`src/rtl/core/cvs_pkg.sv`:
```
// ----------------------------------------------------------------------------
// cvs_pkg
// payload types and widths shared by the covariance datapath
// ----------------------------------------------------------------------------
package cvs_pkg;

  localparam int SUM_W = 64;
  localparam int CNT_W = 63;

  typedef struct packed {
    logic signed [SUM_W-1:0] cross_sum;
    logic [CNT_W-1:0]        cross_count;
    logic signed [SUM_W-1:0] first_sum;
    logic [CNT_W-1:0]        first_count;
    logic signed [SUM_W-1:0] second_sum;
    logic [CNT_W-1:0]        second_count;
  } cvs_in_t;

  typedef struct packed {
    logic signed [SUM_W-1:0] covariance;
    logic                    saturated;
    logic                    bad_count;
  } cvs_out_t;

  // classified item: sign and magnitude of each sum, counts as given
  typedef struct packed {
    logic             bad;
    logic             neg_c;
    logic             neg_1;
    logic             neg_2;
    logic [SUM_W-1:0] mag_c;
    logic [SUM_W-1:0] mag_1;
    logic [SUM_W-1:0] mag_2;
    logic [CNT_W-1:0] cnt_c;
    logic [CNT_W-1:0] cnt_1;
    logic [CNT_W-1:0] cnt_2;
  } cvs_work_t;

endpackage

```
`src/rtl/core/cvs_front.sv`:
```
// ----------------------------------------------------------------------------
// cvs_front
// splits each sum into sign and magnitude and flags a zero count
// ----------------------------------------------------------------------------
module cvs_front import cvs_pkg::*; (
  input  cvs_in_t   sums,
  output cvs_work_t work
);

  always_comb begin
    work.bad   = (sums.cross_count == '0) || (sums.first_count == '0) ||
                 (sums.second_count == '0);
    work.neg_c = sums.cross_sum[SUM_W-1];
    work.neg_1 = sums.first_sum[SUM_W-1];
    work.neg_2 = sums.second_sum[SUM_W-1];
    // most negative sum maps to magnitude 2^63, still fits unsigned
    work.mag_c = work.neg_c ? (~sums.cross_sum + 1'b1) : sums.cross_sum;
    work.mag_1 = work.neg_1 ? (~sums.first_sum + 1'b1) : sums.first_sum;
    work.mag_2 = work.neg_2 ? (~sums.second_sum + 1'b1) : sums.second_sum;
    work.cnt_c = sums.cross_count;
    work.cnt_1 = sums.first_count;
    work.cnt_2 = sums.second_count;
  end

endmodule

```
`config.mk`:
```
export PLATFORM = sky130hd
export DESIGN_NAME = cvs_front
export DESIGN_NICKNAME = d
export VERILOG_FILES = /design/src/rtl/core/cvs_pkg.sv /design/src/rtl/core/cvs_front.sv
export SDC_FILE = /design/constraint.sdc
export NUM_CORES = 1
export LEC_CHECK = 0
export CELL_PAD_IN_SITES_DETAIL_PLACEMENT = 0
export CELL_PAD_IN_SITES_GLOBAL_PLACEMENT = 2
export CORE_AREA = 5 5 291 293
export DETAILED_ROUTE_END_ITERATION = 10
export DIE_AREA = 0 0 296 298
export DONT_BUFFER_PORTS = 1
export GPL_TIMING_DRIVEN = 0
export PLACE_DENSITY = 0.36
export REMOVE_ABC_BUFFERS = 1
export SLEW_MARGIN = 20
export SYNTH_ARGS = -nofsm -noshare
export SYNTH_HDL_FRONTEND = slang
export SYNTH_SLANG_ARGS = --single-unit
```
`constraint.sdc`:
```
create_clock -name vclk -period 2.05
set_input_delay 0 -clock vclk [all_inputs]
set_output_delay 0 -clock vclk [all_outputs]
set_load 0.05 [all_outputs]
```
Word level (Yosys, flattened, before mapping):

Cells that the tools add are included.
Widths: inputs -> output; s select.

* flip-flop bits (word level): 0
* output and inout bits: 385
* word-level logic and storage cells: 14

* add/sub/neg operators: 3
* muxes and demuxes: 3
* bitwise gates (word level): 3
* reductions and logical operators: 5

Operators by type and width (number)
* $add 64x1->64 const B: 3
* $mux 64: 3
* $not 64->64: 3
* $logic_not 63->1: 3
* $logic_or 1x1->1: 2

Depth between registers and ports, before layout:

* depth in word-level cells: 3
* mapped depth: 8
* mapped depth without buffers: 7

Worst setup path before layout:

Ideal clock, no wire load.

* path kind: input to output
* start point: input sums[202] in the netlist's numbering
* end point: output work[316] in the netlist's numbering
* arrival time: 2.905 ns
* required time: 2.050 ns
* setup slack: -0.855 ns
* cell stages on the path: 7
* buffers on the path: 2
* cells stage by stage: or4_1 buf_2 nor3_1 nand3_1 clkbuf_1 nor3_1 nor4bb_1

RTL lines
* start, declared: line cvs_front.sv:6 `input cvs_in_t sums,`
* end, declared: line cvs_front.sv:7 `output cvs_work_t work`

==> summary.txt <==
Yosys
  • Syn Area/Cell: between 7 and 8 sq um
  • Area leader, netlist: xnor2_1
  • Count of different cell masters after synthesis: 40
  • Synth top area share: roughly a quarter
  • YS warnings: 0
  • Mapped Area: between 6000 and 7000 sq um
  • Post-Syn Instances: around 870
  • Top post-synthesis cells by area: xnor2_1 (25%), buf_4 (23%), o31ai_1 (7.0%)
  • Seq/Total Area, Yosys: 0%

Power and ir drop
  • PD cells: about 280 nW/um^2
  • Peak VDD IR: around 0.14 mV
  • P_leak: around 2.7 nW

Worst setup path
  • Crit-path cells: or4_4 -> nor4b_4 -> buf_4 -> nand4_1 -> buf_6 -> buf_12 -> o41ai_4 -> xnor2_4
  • Setup crit end kind: output pin
  • Slowest cell on the critical path: or4_4
  • Worst setup endpoint: work[300]
  • CP required: approximately 2.1 ns
  • Crit. path cell count: 8
  • Max incr delay on CP: approximately 0.55 ns
  • Critical path launch point type: primary input
  • WS Path Type: in -> out
  • WP buf/inv: 3
  • Delay-heaviest family, CP: simple AND/OR/NAND/NOR gates
  • Crit path DAT: between 2 and 2.5 ns
  • Crit path max fanout: 5
  • Critical Path Source: sums[211]

Timing
  • Slew Viols, Final: 0
  • Min Tclk post-route: 2.107 ns
  • Unrepaired setup endpoints after global routing: true
  • Rel. slew slack: approximately a fifth
  • Final worst slack: -0.05749 ns
  • Hold_ws: roughly 0.000055 ns
  • Final Hold Fails: 0
  • Final setup vio count: 5
  • Fmax: around 470 MHz
  • Final period util: 102.8%
  • Least-Margin Pin Slew: between 1 and 1.5 ns

Route
  • Drt pass-1 iters: 5
  • Total wire length: 64900 um
  • Per-cell routed wire length: approximately 36 um
  • # DRC: 0
  • Via Count: 6982
  • Mean number of vias per cell: a little under 4
  • 1st-iter DRT viols: 468
  • Remaining antenna violation count: 0

Floorplanning
  • I/O pins: around 770
  • Std-Cell Rows: approximately 110
  • DIE AREA: roughly 90000 sq um
  • Core area: 81580 sq um
  • Initial Utilization: approximately 7.7%
  • Die H: slightly below 300 um
  • Die width: 296 um

Job
  • Max_cap viols: 0

Place
  • Pre-CTS setup slack: -1.403 ns
  • Buffers on Ports: 0
  • Dpl hpwl: 58800 um
  • Routability-driven placement congestion ratio: roughly 1.0

Global routing
  • Initial antenna violation count: 77
  • Vias in the first global route: 6656
  • Largest net degree at the start of global routing: 66
  • GRT overflow: 0
  • Global Route Usage Sum: a little over an eighth
  • First-pass GRT wire length: about 80000 um

Outcome
  • Outcome: finished with violations
  • Failing checks: setup timing

Final layout
  • Clock Buffer Count: 0
  • Layout cell share with drive strength beyond 1: between 50% and 60%
  • Nets: around 1100
  • Syn-to-layout area delta: 50.01%
  • Seq cells: 0
  • Storage element area: 0 sq um

Worst hold path
  • Hold Path Cell Cnt: 0
  • Hold Crit Class: in -> out
## cell usage in the layout, fill, tap and decap left out, types with 7 or more instances in the layout
cell type    n
buf_6        9
or2_2       12
nor3_1      15
buf_12       7
o31ai_1     22
or4_4       13
nand2b_1     8
o21ai_2     11
buf_4       42
diode_2     39
xnor2_2    104
o41ai_4     19
o41ai_1      9
nand4_1     17
nand2_1     44
o21ai_1     19
nor4_4      11
xnor2_4     41
o21ai_0     29
o31ai_2     23
or3_1       27
o31ai_4     19
o41ai_2      7
nor4_1      54
xnor2_1     37
or4_1       20
nor2_1      13
nand3_1     10
## report_power, final
| part | switching, mW | internal [mW] |
|---|---|---|
| combinational | 1.91 | 0.690 |
| sequential | 0 | 0 |
| clock | 0 | 0.00000279 |
## logic make-up (layout without fill, tap and decap cells)
kind of cell    after synthesis  in the layout  synth area share [%]
simple gates                288            289                 28.45
buf+inv                     236             66                 26.05
xor+xnor                    183            183                 25.63
other cells                   0             39                     0
compound gates              159            159                 19.28
fa+ha+maj                     3              3                0.6002
## synth_stat cells (2+ instances only)
master and number:
buf_4 195, xnor2_1 182, nor4_1 61, o21ai_0 58, o31ai_1 58, nand2_1 48, or4_1 31, or3_1 29
clkbuf_1 26, o41ai_1 26, nor3_1 21, nand3_1 20, nor2_1 18, nand4_1 17, or2_2 13, o41ai_2 9
nand2b_1 8, inv_1 7, nor4_4 5, buf_1 4, o31ai_2 4, buf_2 3, ha_1 3, nand4_2 3
nor4_2 2, o31ai_4 2, or3b_2 2, or4_4 2
## through the flow
stage | setup TNS [ns] | total power, mW | area, sq um | instances | util [%]
after global placement | -85.30 | 2.189 | 5991 | 1710 | 7.343
after global routing | -1.519 | 2.666 | 9338 | 1791 | 11.45
after floorplan | -8.869 | 1.939 | 4652 | 640 | -
final | -0.1609 | 2.601 | 9383 | 1809 | 11.50
after detailed placement | -72.53 | 2.286 | 6555 | 1712 | 8.035
after CTS | -0.7730 | 2.532 | 8542 | 1750 | 10.47
## worst min-delay path by stage
stage          startpoint        end  slack, ns
2_1_floorplan     sums[0]    work[0]          0
3_3_place_gp     sums[16]   work[16]     0.0004
3_5_place_dp     sums[35]   work[35]     0.0004
4_1_cts          sums[35]   work[35]     0.0004
5_1_grt         sums[171]  work[107]     0.0001
6_report         sums[31]   work[31]    0.00006
## routing by layer
metal  GRT usage (%)  wire length (um)
met4           4.223              2822
met5               0               412
met2           20.89             28300
met3           11.99             12890
met1           13.25             20480
## what timing repair did
action / 4_1_cts / 5_1_grt
pin swaps: 54 / 41
hold buffers: 0 / 0
gates resized for setup: 245 / 88
endpoints found under the setup margin: 137 / 99
gates cloned: 1 / 0
buffers inserted: 37 / 21
## final cells by class
| cell class | instances | area, sq um |
|---|---|---|
| diodes | 39 | 97.59 |
| fillers | 9316 | 72200 |
| inverters | 7 | 60.06 |
| multi-input cells | 634 | 7322 |
| well taps | 1070 | 1339 |
| repair buffers | 59 | 564.3 |
Note: power is estimated with default switching activity, not from simulation.
