--- src/rtl/core/cvs_fifo.sv ---
// ----------------------------------------------------------------------------
// cvs_fifo
// small show-ahead queue in registers, one push and one pop per cycle
// ----------------------------------------------------------------------------
module cvs_fifo #(
  parameter int W     = 8,
  parameter int DEPTH = 2
) (
  input  logic         clk,
  input  logic         rst,
  input  logic         push,
  input  logic [W-1:0] wdata,
  output logic         full,
  input  logic         pop,
  output logic [W-1:0] rdata,
  output logic         empty
);

  localparam int PW = (DEPTH > 1) ? $clog2(DEPTH) : 1;
  localparam int CW = $clog2(DEPTH + 1);

  logic [W-1:0]  mem [DEPTH];
  logic [PW-1:0] wr_ptr;
  logic [PW-1:0] rd_ptr;
  logic [CW-1:0] count;
  logic          do_push;
  logic          do_pop;

  assign full    = (count == CW'(DEPTH));
  assign empty   = (count == '0);
  assign do_push = push && !full;
  assign do_pop  = pop && !empty;
  assign rdata   = mem[rd_ptr];

  always_ff @(posedge clk) begin
    if (do_push) begin
      mem[wr_ptr] <= wdata;
    end
  end

  always_ff @(posedge clk) begin
    if (rst) begin
      wr_ptr <= '0;
      rd_ptr <= '0;
      count  <= '0;
    end else begin
      if (do_push) begin
        wr_ptr <= (wr_ptr == PW'(DEPTH - 1)) ? '0 : wr_ptr + 1'b1;
      end
      if (do_pop) begin
        rd_ptr <= (rd_ptr == PW'(DEPTH - 1)) ? '0 : rd_ptr + 1'b1;
      end
      unique case ({do_push, do_pop})
        2'b10:   count <= count + 1'b1;
        2'b01:   count <= count - 1'b1;
        default: count <= count;
      endcase
    end
  end

endmodule

--- config.mk ---
export PLATFORM = sky130hd
export DESIGN_NAME = cvs_fifo
export DESIGN_NICKNAME = d
export VERILOG_FILES = /design/src/rtl/core/cvs_fifo.sv
export SDC_FILE = /design/constraint.sdc
export NUM_CORES = 1
export LEC_CHECK = 0
export ABC_CLOCK_PERIOD_IN_PS = 3500
export BUFFER_PORTS_ARGS = -buffer_cell sky130_fd_sc_hd__buf_2
export CAP_MARGIN = 5
export CORE_AREA = 2 2 48 50
export DETAILED_ROUTE_END_ITERATION = 8
export DIE_AREA = 0 0 50 52
export GPL_TIMING_DRIVEN = 1
export PLACE_DENSITY = 0.67
export SKIP_CTS_REPAIR_TIMING = 1
export SLEW_MARGIN = 20
export SYNTH_ARGS = -nofsm -noshare
export SYNTH_HDL_FRONTEND = slang
export SYNTH_SLANG_ARGS = --single-unit
--- constraint.sdc ---
create_clock -name clk -period 3.5 [get_ports clk]
set_input_delay 0.175 -clock clk [delete_from_list [all_inputs] [get_ports clk]]
set_output_delay 0.175 -clock clk [all_outputs]
set_load 0.02 [all_outputs]
# Yosys cells after proc, flatten, opt, wreduce, memory -nomap -nowiden
# Memories as Yosys holds them, arrays and structs flattened. A register that Yosys moved wholly into a read port is not among the register bits.
# Cells that the tools add are included.
[classes]
magnitude_cmp = 0
muxes = 7
n_bitwise = 0
div_mod_pow = 0
addsub = 4
multipliers = 0
n_reduce_logical = 6
n_shift = 0
eq_ne = 3
[ops]
columns = ["operator", "count"]
rows = [
  ["2-to-1 mux 1 bit", 6],
  ["== test 2 bit, second input constant", 2],
  ["one-hot mux 2 bit (2 select lines)", 1],
  ["adder 1 bit, second input constant", 2],
  ["adder 2 x 1 -> 2 bit, second input constant", 1],
  ["== test 2 x 1 -> 1 bit, second input constant", 1],
  ["logical AND 1 bit", 2],
  ["logical NOT 1 bit", 2],
  ["logical NOT 2 bit", 1],
  ["nonzero test 2 bit", 1],
  ["subtractor 2 x 1 -> 2 bit, second input constant", 1],
]
[word_totals]
inputBits = 12
regBits = 4
elab_cells = 24
ramBits = 16
mem_bits_ro = 0
out_inout_bits = 10
mem_count = 1
latchBits = 0
[memory_table]
columns = ["memory", "depth", "word_bits", "rd", "rd_ports_with_merged_regs", "write_ports", "line", "rtl"]
rows = [
  ["mem", 2, 8, 1, 1, 1, "22", "logic [W-1:0] mem [DEPTH];"],
]

# Logic depth before layout (Yosys ltp)
# Gate-level depths: netlist (run 1).
[depth]
word_depth = 5
ltp_mapped = 6

# Worst setup path after synthesis (run 1)
# Ideal clock, no wire load.
[synth_path]
path_type = "reg2reg"
from = "register count[0]"
to = "memory mem[0][0] (enable)"
t_arrival_ns = 1.120
setup_ns = 0.324
setup_slack_ns = 2.056
t_required_ns = 3.176
synth_period_minus_slack_ns = 1.444
stages_incl_launch_ff = 5
cell_sequence = "dfxtp_1 -> nand2b_2 -> inv_2 -> or3_1 -> inv_1"
[synth_between]
elab_chain_len = 5
[synth_lines]
columns = ["element", "line", "rtl"]
rows = [
  ["from (decl)", "25", "logic [CW-1:0] count;"],
  ["from (signal assigned)", "54", "2'b10: count <= count + 1'b1;"],
  ["from (signal assigned)", "55", "2'b01: count <= count - 1'b1;"],
  ["from (signal assigned)", "56", "default: count <= count;"],
  ["== test 2 bit", "29", "assign full = (count == CW'(DEPTH));"],
  ["net full", "13", "output logic full,"],
  ["logical NOT 1 bit", "31", "assign do_push = push && !full;"],
  ["logical AND 1 bit", "31", ""],
  ["2-to-1 mux 1 bit", "36", "if (do_push) begin"],
  ["2-to-1 mux 1 bit (not written as such)", "37", "mem[wr_ptr] <= wdata;"],
  ["to (decl)", "22", ""],
]
# The timed path passes the listed nets, and every way through them passes these cells.

==> run_results.csv, run 1 <==
group,metric,value,unit
synthesis,synth-edff-count,16,
die,die_area,2600,um2
global_route,grt_pass1_wl,1880,um
cts,cts-root-buf,"sky130_fd_sc_hd__clkbuf_4",
synthesis,netlist_top_cells_count,"16 x sky130_fd_sc_hd__edfxtp_1, 8 x sky130_fd_sc_hd__mux2_2, 5 x sky130_fd_sc_hd__dfxtp_1",
critical_path,cp_max_fo,8,
synthesis,yosysWarnings,0,
die,core_area,2110,um2
synthesis,post-synth-top-area-fraction,60.2,%
sta,final.min_clock_period,1570,ps
routing,drc,0,
global_route,gr-usage-met3,5.46,%
global_route,antenna_found_initial,0,
sta,fmax,635,MHz
synthesis,async_set_reset_flop_share_out_of_synthesis,0,%
critical_path,cp_slowest_cell,"sky130_fd_sc_hd__dfxtp_1",
synthesis,synth.top_cells.by_area,"sky130_fd_sc_hd__edfxtp_1 60%, sky130_fd_sc_hd__dfxtp_1 13%, sky130_fd_sc_hd__mux2_2 11%, sky130_fd_sc_hd__xnor2_1 2.2%, sky130_fd_sc_hd__nor2_1 1.9%",
routing,ant_nets,0,
hold_path,holdCritPathClass,"in -> reg",
synthesis,synth.ff_latch_count,21,
synthesis,synthCells,51,
layout,area_delta_synth_final,20.5,%
sta,final.period_utilization,45.0,%
cts,cts_buffer_depth,2,
global_route,grtUsageTotal,10.2,%
routing,via_count,462,
pwr,pwr_density_cell,744,nW/um2
global_route,grt_pass1_vias,425,
cts,cts-buffers-inserted,3,
cts,cts.sink_count,21,
sta,worst_pin_slew,387,ps
synthesis,synth_cell_type_count,17,
sta,setup_viol_count_final,0,
synthesis,yosys.area.top_type,"sky130_fd_sc_hd__edfxtp_1",
die,fp-row-count,17,
routing,initialDrtViolationCount,11,
critical_path,reg2reg_slack,1960,ps
pwr,peakVddDrop,406,uV
routing,routed_wl,1180,um
critical_path,startpoint_type,"register",
sta,fin_worst_hold_slack,56.8,ps
routing,firstDrtPassIters,5,
global_route,grt_max_degree,13,
synthesis,synth_area_per_cell,15.7,um2
die,top_level_ports,22,
cts,clk_pin_slew_worst_paths,110,ps
layout,antenna_cells,0,
pwr,leakage,0.000385,uW
critical_path,timing.critical_path.cells,"mux2_2 > buf_2",
synthesis,dominantRegCellSynth,"sky130_fd_sc_hd__edfxtp_1",
critical_path,critical_path_arrival,1400,ps
die,die_width,50,um
routing,avgRoutedWirePerCell,11.5,um
cts,worst_skew_pair.late_latency,300,ps
layout,design.final.nets,89,
layout,drive_gt1_share,46.7,%
routing,avgViaCountPerCell,4.49,
placement,numPortBuffers,21,
sta,skew,5.56,ps
critical_path,crit_required,3320,ps
global_route,grt.busiest_layer,"met2",
placement,global_placer_s_final_weighted_congestion,0.685,
cts,htree_levels,1,
sta,rsz0062_at_grt,"no",
sta,fin_setup_tns,0,ps
critical_path,setup.worst_path.end_class,"output port",
synthesis,synth.net_count,64,
synthesis,proportion_of_synthesized_chip_area_in_sequential_cells,72.7,%
placement,post-dp-hpwl,853,um
global_route,globalRouteMet1Util,11.3,%
sta,slew_headroom,74.2,%
run,max-cap-violations,0,
synthesis,synthMostInstantiatedCell,"sky130_fd_sc_hd__edfxtp_1",
outcome,run_status,"complete, no violations",
sta,final-hold-violation-count,0,
global_route,grt.overflow.total,0,
synthesis,synth.cell_area,798,um2
global_route,grt_util_met2,16.4,%
die,die_h,52,um
die,floorplan.initialDensity,37.9,%
critical_path,cpPeakStageDelay,550,ps
critical_path,crit_type,"reg -> out",
sta,timing.final.max_slew_violations,0,
cts,tritoncts,"yes",
## flip-flops by register name, indices dropped and copies added (netlist names), named ones only
signal / flops
rd_ptr: 1
count: 2
wr_ptr: 1
mem: 16
## layer usage
layer | part of all wire, % | up-vias
met3 | 8.1 | 2
met1 | 46 | 211
met5 | 0 | -
met2 | 46 | 18
met4 | 0.68 | 0
li1 | - | 231
## cell usage in the layout (no fill, tap or decap), types with 3 or more instances in the layout
cell type / n
sky130_fd_sc_hd__edfxtp_1: 16
sky130_fd_sc_hd__clkbuf_4: 3
sky130_fd_sc_hd__nor2_1: 4
sky130_fd_sc_hd__mux2_2: 8
sky130_fd_sc_hd__buf_2: 21
sky130_fd_sc_hd__dfxtp_1: 5
## final timing paths
check,end,depth (start not counted),start
worst min-delay path,mem[1][3],1,wdata[3]
worst max-delay path,rdata[2],2,register
worst max register to register,mem[0][0],4,count[0]
worst min register to register,wr_ptr,2,wr_ptr
## per-stage QoR
stage          setup WS (ps)  total power (uW)  area, um2  utilization, %  instances
2_1_floorplan           2060               540        798               -         51
5_1_grt                 1830               760        962            45.7        103
3_3_place_gp            2020               604        935            44.4         99
4_1_cts                 1900               722        962            45.7        103
3_5_place_dp            1960               611        935            44.4         99
6_report                1930               716        962            45.7        103
## critical path: cells and delay by family, from the launching register on
kind                   cells  cell delay [ps]
buffers and inverters      1              160
flip-flops                 1              550
multiplexers               1              390
## power by group
group	switching, uW	total, uW	internal (uW)
logic	135	246	110
registers	37.1	358	321
clock network	70.3	113	42.6
## kinds of logic (layout without fill, tap and decap cells)
| family | Yosys count | after routing | share of synthesized area (%) |
|---|---|---|---|
| DFF | 21 | 21 | 72.7 |
| buffers and inverters | 4 | 28 | 1.88 |
| and+or+nand+nor | 9 | 9 | 5.80 |
| muxes | 8 | 8 | 11.3 |
| AOI/OAI and AO/OA | 5 | 5 | 3.45 |
| adders and majority gates | 1 | 1 | 1.57 |
| xor gates and xnor gates | 3 | 3 | 3.29 |
## area by class of cell
cell class	instances	area [um2]
clock inverters	1	5.00
fillers	189	1140
multi-input cells	26	203
well taps	28	35.0
repair buffers	21	105
clock buffers	3	22.5
flip-flops and latches	21	581
inverters	3	11.3
Note: power is estimated with default switching activity, not from simulation.
==> run 2, diff against run 1 <==
--- a/config.mk
+++ b/config.mk
@@ -5,14 +5,14 @@
 export SDC_FILE = /design/constraint.sdc
 export NUM_CORES = 1
 export LEC_CHECK = 0
-export ABC_CLOCK_PERIOD_IN_PS = 3500
+export ABC_CLOCK_PERIOD_IN_PS = 1400
 export BUFFER_PORTS_ARGS = -buffer_cell sky130_fd_sc_hd__buf_2
 export CAP_MARGIN = 5
 export CORE_AREA = 2 2 48 50
 export DETAILED_ROUTE_END_ITERATION = 8
 export DIE_AREA = 0 0 50 52
 export GPL_TIMING_DRIVEN = 1
-export PLACE_DENSITY = 0.67
+export PLACE_DENSITY = 0.69
 export SKIP_CTS_REPAIR_TIMING = 1
 export SLEW_MARGIN = 20
 export SYNTH_ARGS = -nofsm -noshare
==> constraint.sdc (replaced) <==
create_clock -name clk -period 1.4 [get_ports clk]
set_input_delay 0.07 -clock clk [delete_from_list [all_inputs] [get_ports clk]]
set_output_delay 0.07 -clock clk [all_outputs]
set_load 0.02 [all_outputs]
==> run 2 against run 1 <==
  * The run now ends with setup timing left
  * Clock-buffer cell count is 1 higher
  * Worst hold slack better by 110 ps
  * Combinational power grew to 3.2 times the previous value
  * First-iteration DRC count is 82% lower
  * Global-route usage is 1.2 points higher
  * Sequential power grew to 2.5 times the previous value
  * Via count is 13% higher
  * Critical endpoint is now count[1]
  * Highest routed layer unchanged
==> run_results.csv, run 2 (synthesis gave the netlist of run 1 again) <==
group,metric,value,unit
pwr,peakVddDrop,1020,uV
sta,final_critical_path_setup_slack,-4.86,ps
outcome,failed_checks,"setup timing",
hold_path,holdCritPathClass,"in -> reg",
layout,final_design_area_no_fill,1110,um2
die,die_h,52,um
critical_path,critical_path_arrival,1640,ps
cts,tritoncts,"yes",
sta,fmax,712,MHz
sta,timing.final.max_slew_violations,0,
routing,ant_nets,0,
cts,worst_skew_pair.late_latency,300,ps
critical_path,setup.worst_path.end_class,"register",
sta,final.period_utilization,100,%
critical_path,crit_required,1640,ps
placement,numPortBuffers,21,
cts,cts-buffers-inserted,3,
critical_path,reg2reg_slack,-5,ps
critical_path,crit_type,"reg -> reg",
routing,avgViaCountPerCell,4.48,
placement,post-dp-hpwl,964,um
layout,layout.cells.most_common_list,"21 x sky130_fd_sc_hd__buf_2, 16 x sky130_fd_sc_hd__edfxtp_1, 9 x sky130_fd_sc_hd__dlygate4sd3_1",
routing,drc,0,
layout,design.final.nets,102,
routing,via_count,520,
hold_path,hold_end,"wr_ptr",
hold_path,timing.hold.worst.start,"push",
global_route,grt_pass1_vias,500,
sta,rsz0062_at_grt,"yes",
global_route,grt_max_degree,12,
cts,clk_pin_slew_worst_paths,110,ps
run,max-cap-violations,0,
die,core_area,2110,um2
sta,final-hold-violation-count,0,
global_route,grt.overflow.total,0,
sta,skew,2.91,ps
layout,largest_register_ffs,16,
sta,final.min_clock_period,1400,ps
critical_path,reg2reg_to,"count[1]",
routing,avgRoutedWirePerCell,11.8,um
placement,global_placer_s_final_weighted_congestion,0.617,
placement,dpl-instance-area,958,um2
global_route,grtUsageTotal,11.4,%
cts,htree_levels,1,
global_route,grt_pass1_wl,2080,um
cts,cts.sink_count,21,
cts,cts-root-buf,"sky130_fd_sc_hd__clkbuf_4",
pwr,leakage,0.000444,uW
die,top_level_ports,22,
routing,initialDrtViolationCount,2,
die,die_area,2600,um2
critical_path,rr_worst_depth,5,
layout,biggestRegsByFlops,"mem x16, count x2",
die,die_width,50,um
critical_path,cp_max_fo,3,
critical_path,r2r_start,"count[1]",
die,floorplan.initialDensity,37.9,%
layout,area_delta_synth_final,38.9,%
sta,setup_viol_count_final,1,
cts,cts_buffer_depth,2,
outcome,run_status,"finished, violations left",
routing,routed_wl,1370,um
hold_path,hold_path_depth,4,
layout,registers.top_by_ff_count,"mem",
global_route,antenna_found_initial,0,
sta,slew_headroom,74.2,%
die,fp-row-count,17,
pwr,pwr_density_cell,1780,nW/um2
placement,place_ws,-13.1,ps
sta,worst_pin_slew,387,ps
layout,drive_gt1_share,51.1,%
critical_path,startpoint_type,"register",
routing,firstDrtPassIters,4,
layout,layout_commonest_cell,"sky130_fd_sc_hd__buf_2",
layout,antenna_cells,0,
-- run 2: worst max path at each step --
stage,from,end,cells past startpoint
floorplan,count[1],count[1],4
global placement,count[1],count[1],4
detailed placement,count[1],count[1],4
CTS,register,rdata[0],2
global route,count[1],count[1],5
finish,count[1],count[1],5
-- run 2: final cells by class --
| class | instances | area (um2) |
|---|---|---|
| fillers | 197 | 997 |
| flip-flops and latches | 21 | 589 |
| repair buffers | 34 | 225 |
| multi-input cells | 26 | 219 |
| well taps | 28 | 35.0 |
| clock buffers | 4 | 26.3 |
| inverters | 3 | 13.8 |
-- run 2: routing by layer --
layer	track usage (%)	routed length, um
met5	0	0
met4	6.94	25
met3	4.02	86
met2	20.8	733
met1	10.8	522
-- run 2: metrics by stage --
step,power (uW),instances,hold WS [ps],utilization [%],setup TNS [ps]
floorplan,1360,51,135,-,0
global placement,1580,102,258,45.5,0
detailed placement,1610,102,261,45.5,-13.1
CTS,1890,106,-57.0,46.8,-696
global route,2100,116,173,52.6,-54.5
finish,1970,116,166,52.6,-4.86
-- run 2: critical path, cell delays in order, from the launching register on --
cell and delay [ps]:
sky130_fd_sc_hd__dfxtp_4 370, sky130_fd_sc_hd__o21a_1 200, sky130_fd_sc_hd__ha_2 190, sky130_fd_sc_hd__xnor2_1 130, sky130_fd_sc_hd__or3_4 330, sky130_fd_sc_hd__a21oi_2 110
-- run 2: where the power goes --
| group | switching (uW) | total, uW | internal, uW | leakage, uW |
|---|---|---|---|---|
| clock | 169 | 280 | 111 | 0.0000150 |
| sequential | 80.5 | 900 | 820 | 0.000193 |
| combinational | 400 | 791 | 391 | 0.000236 |
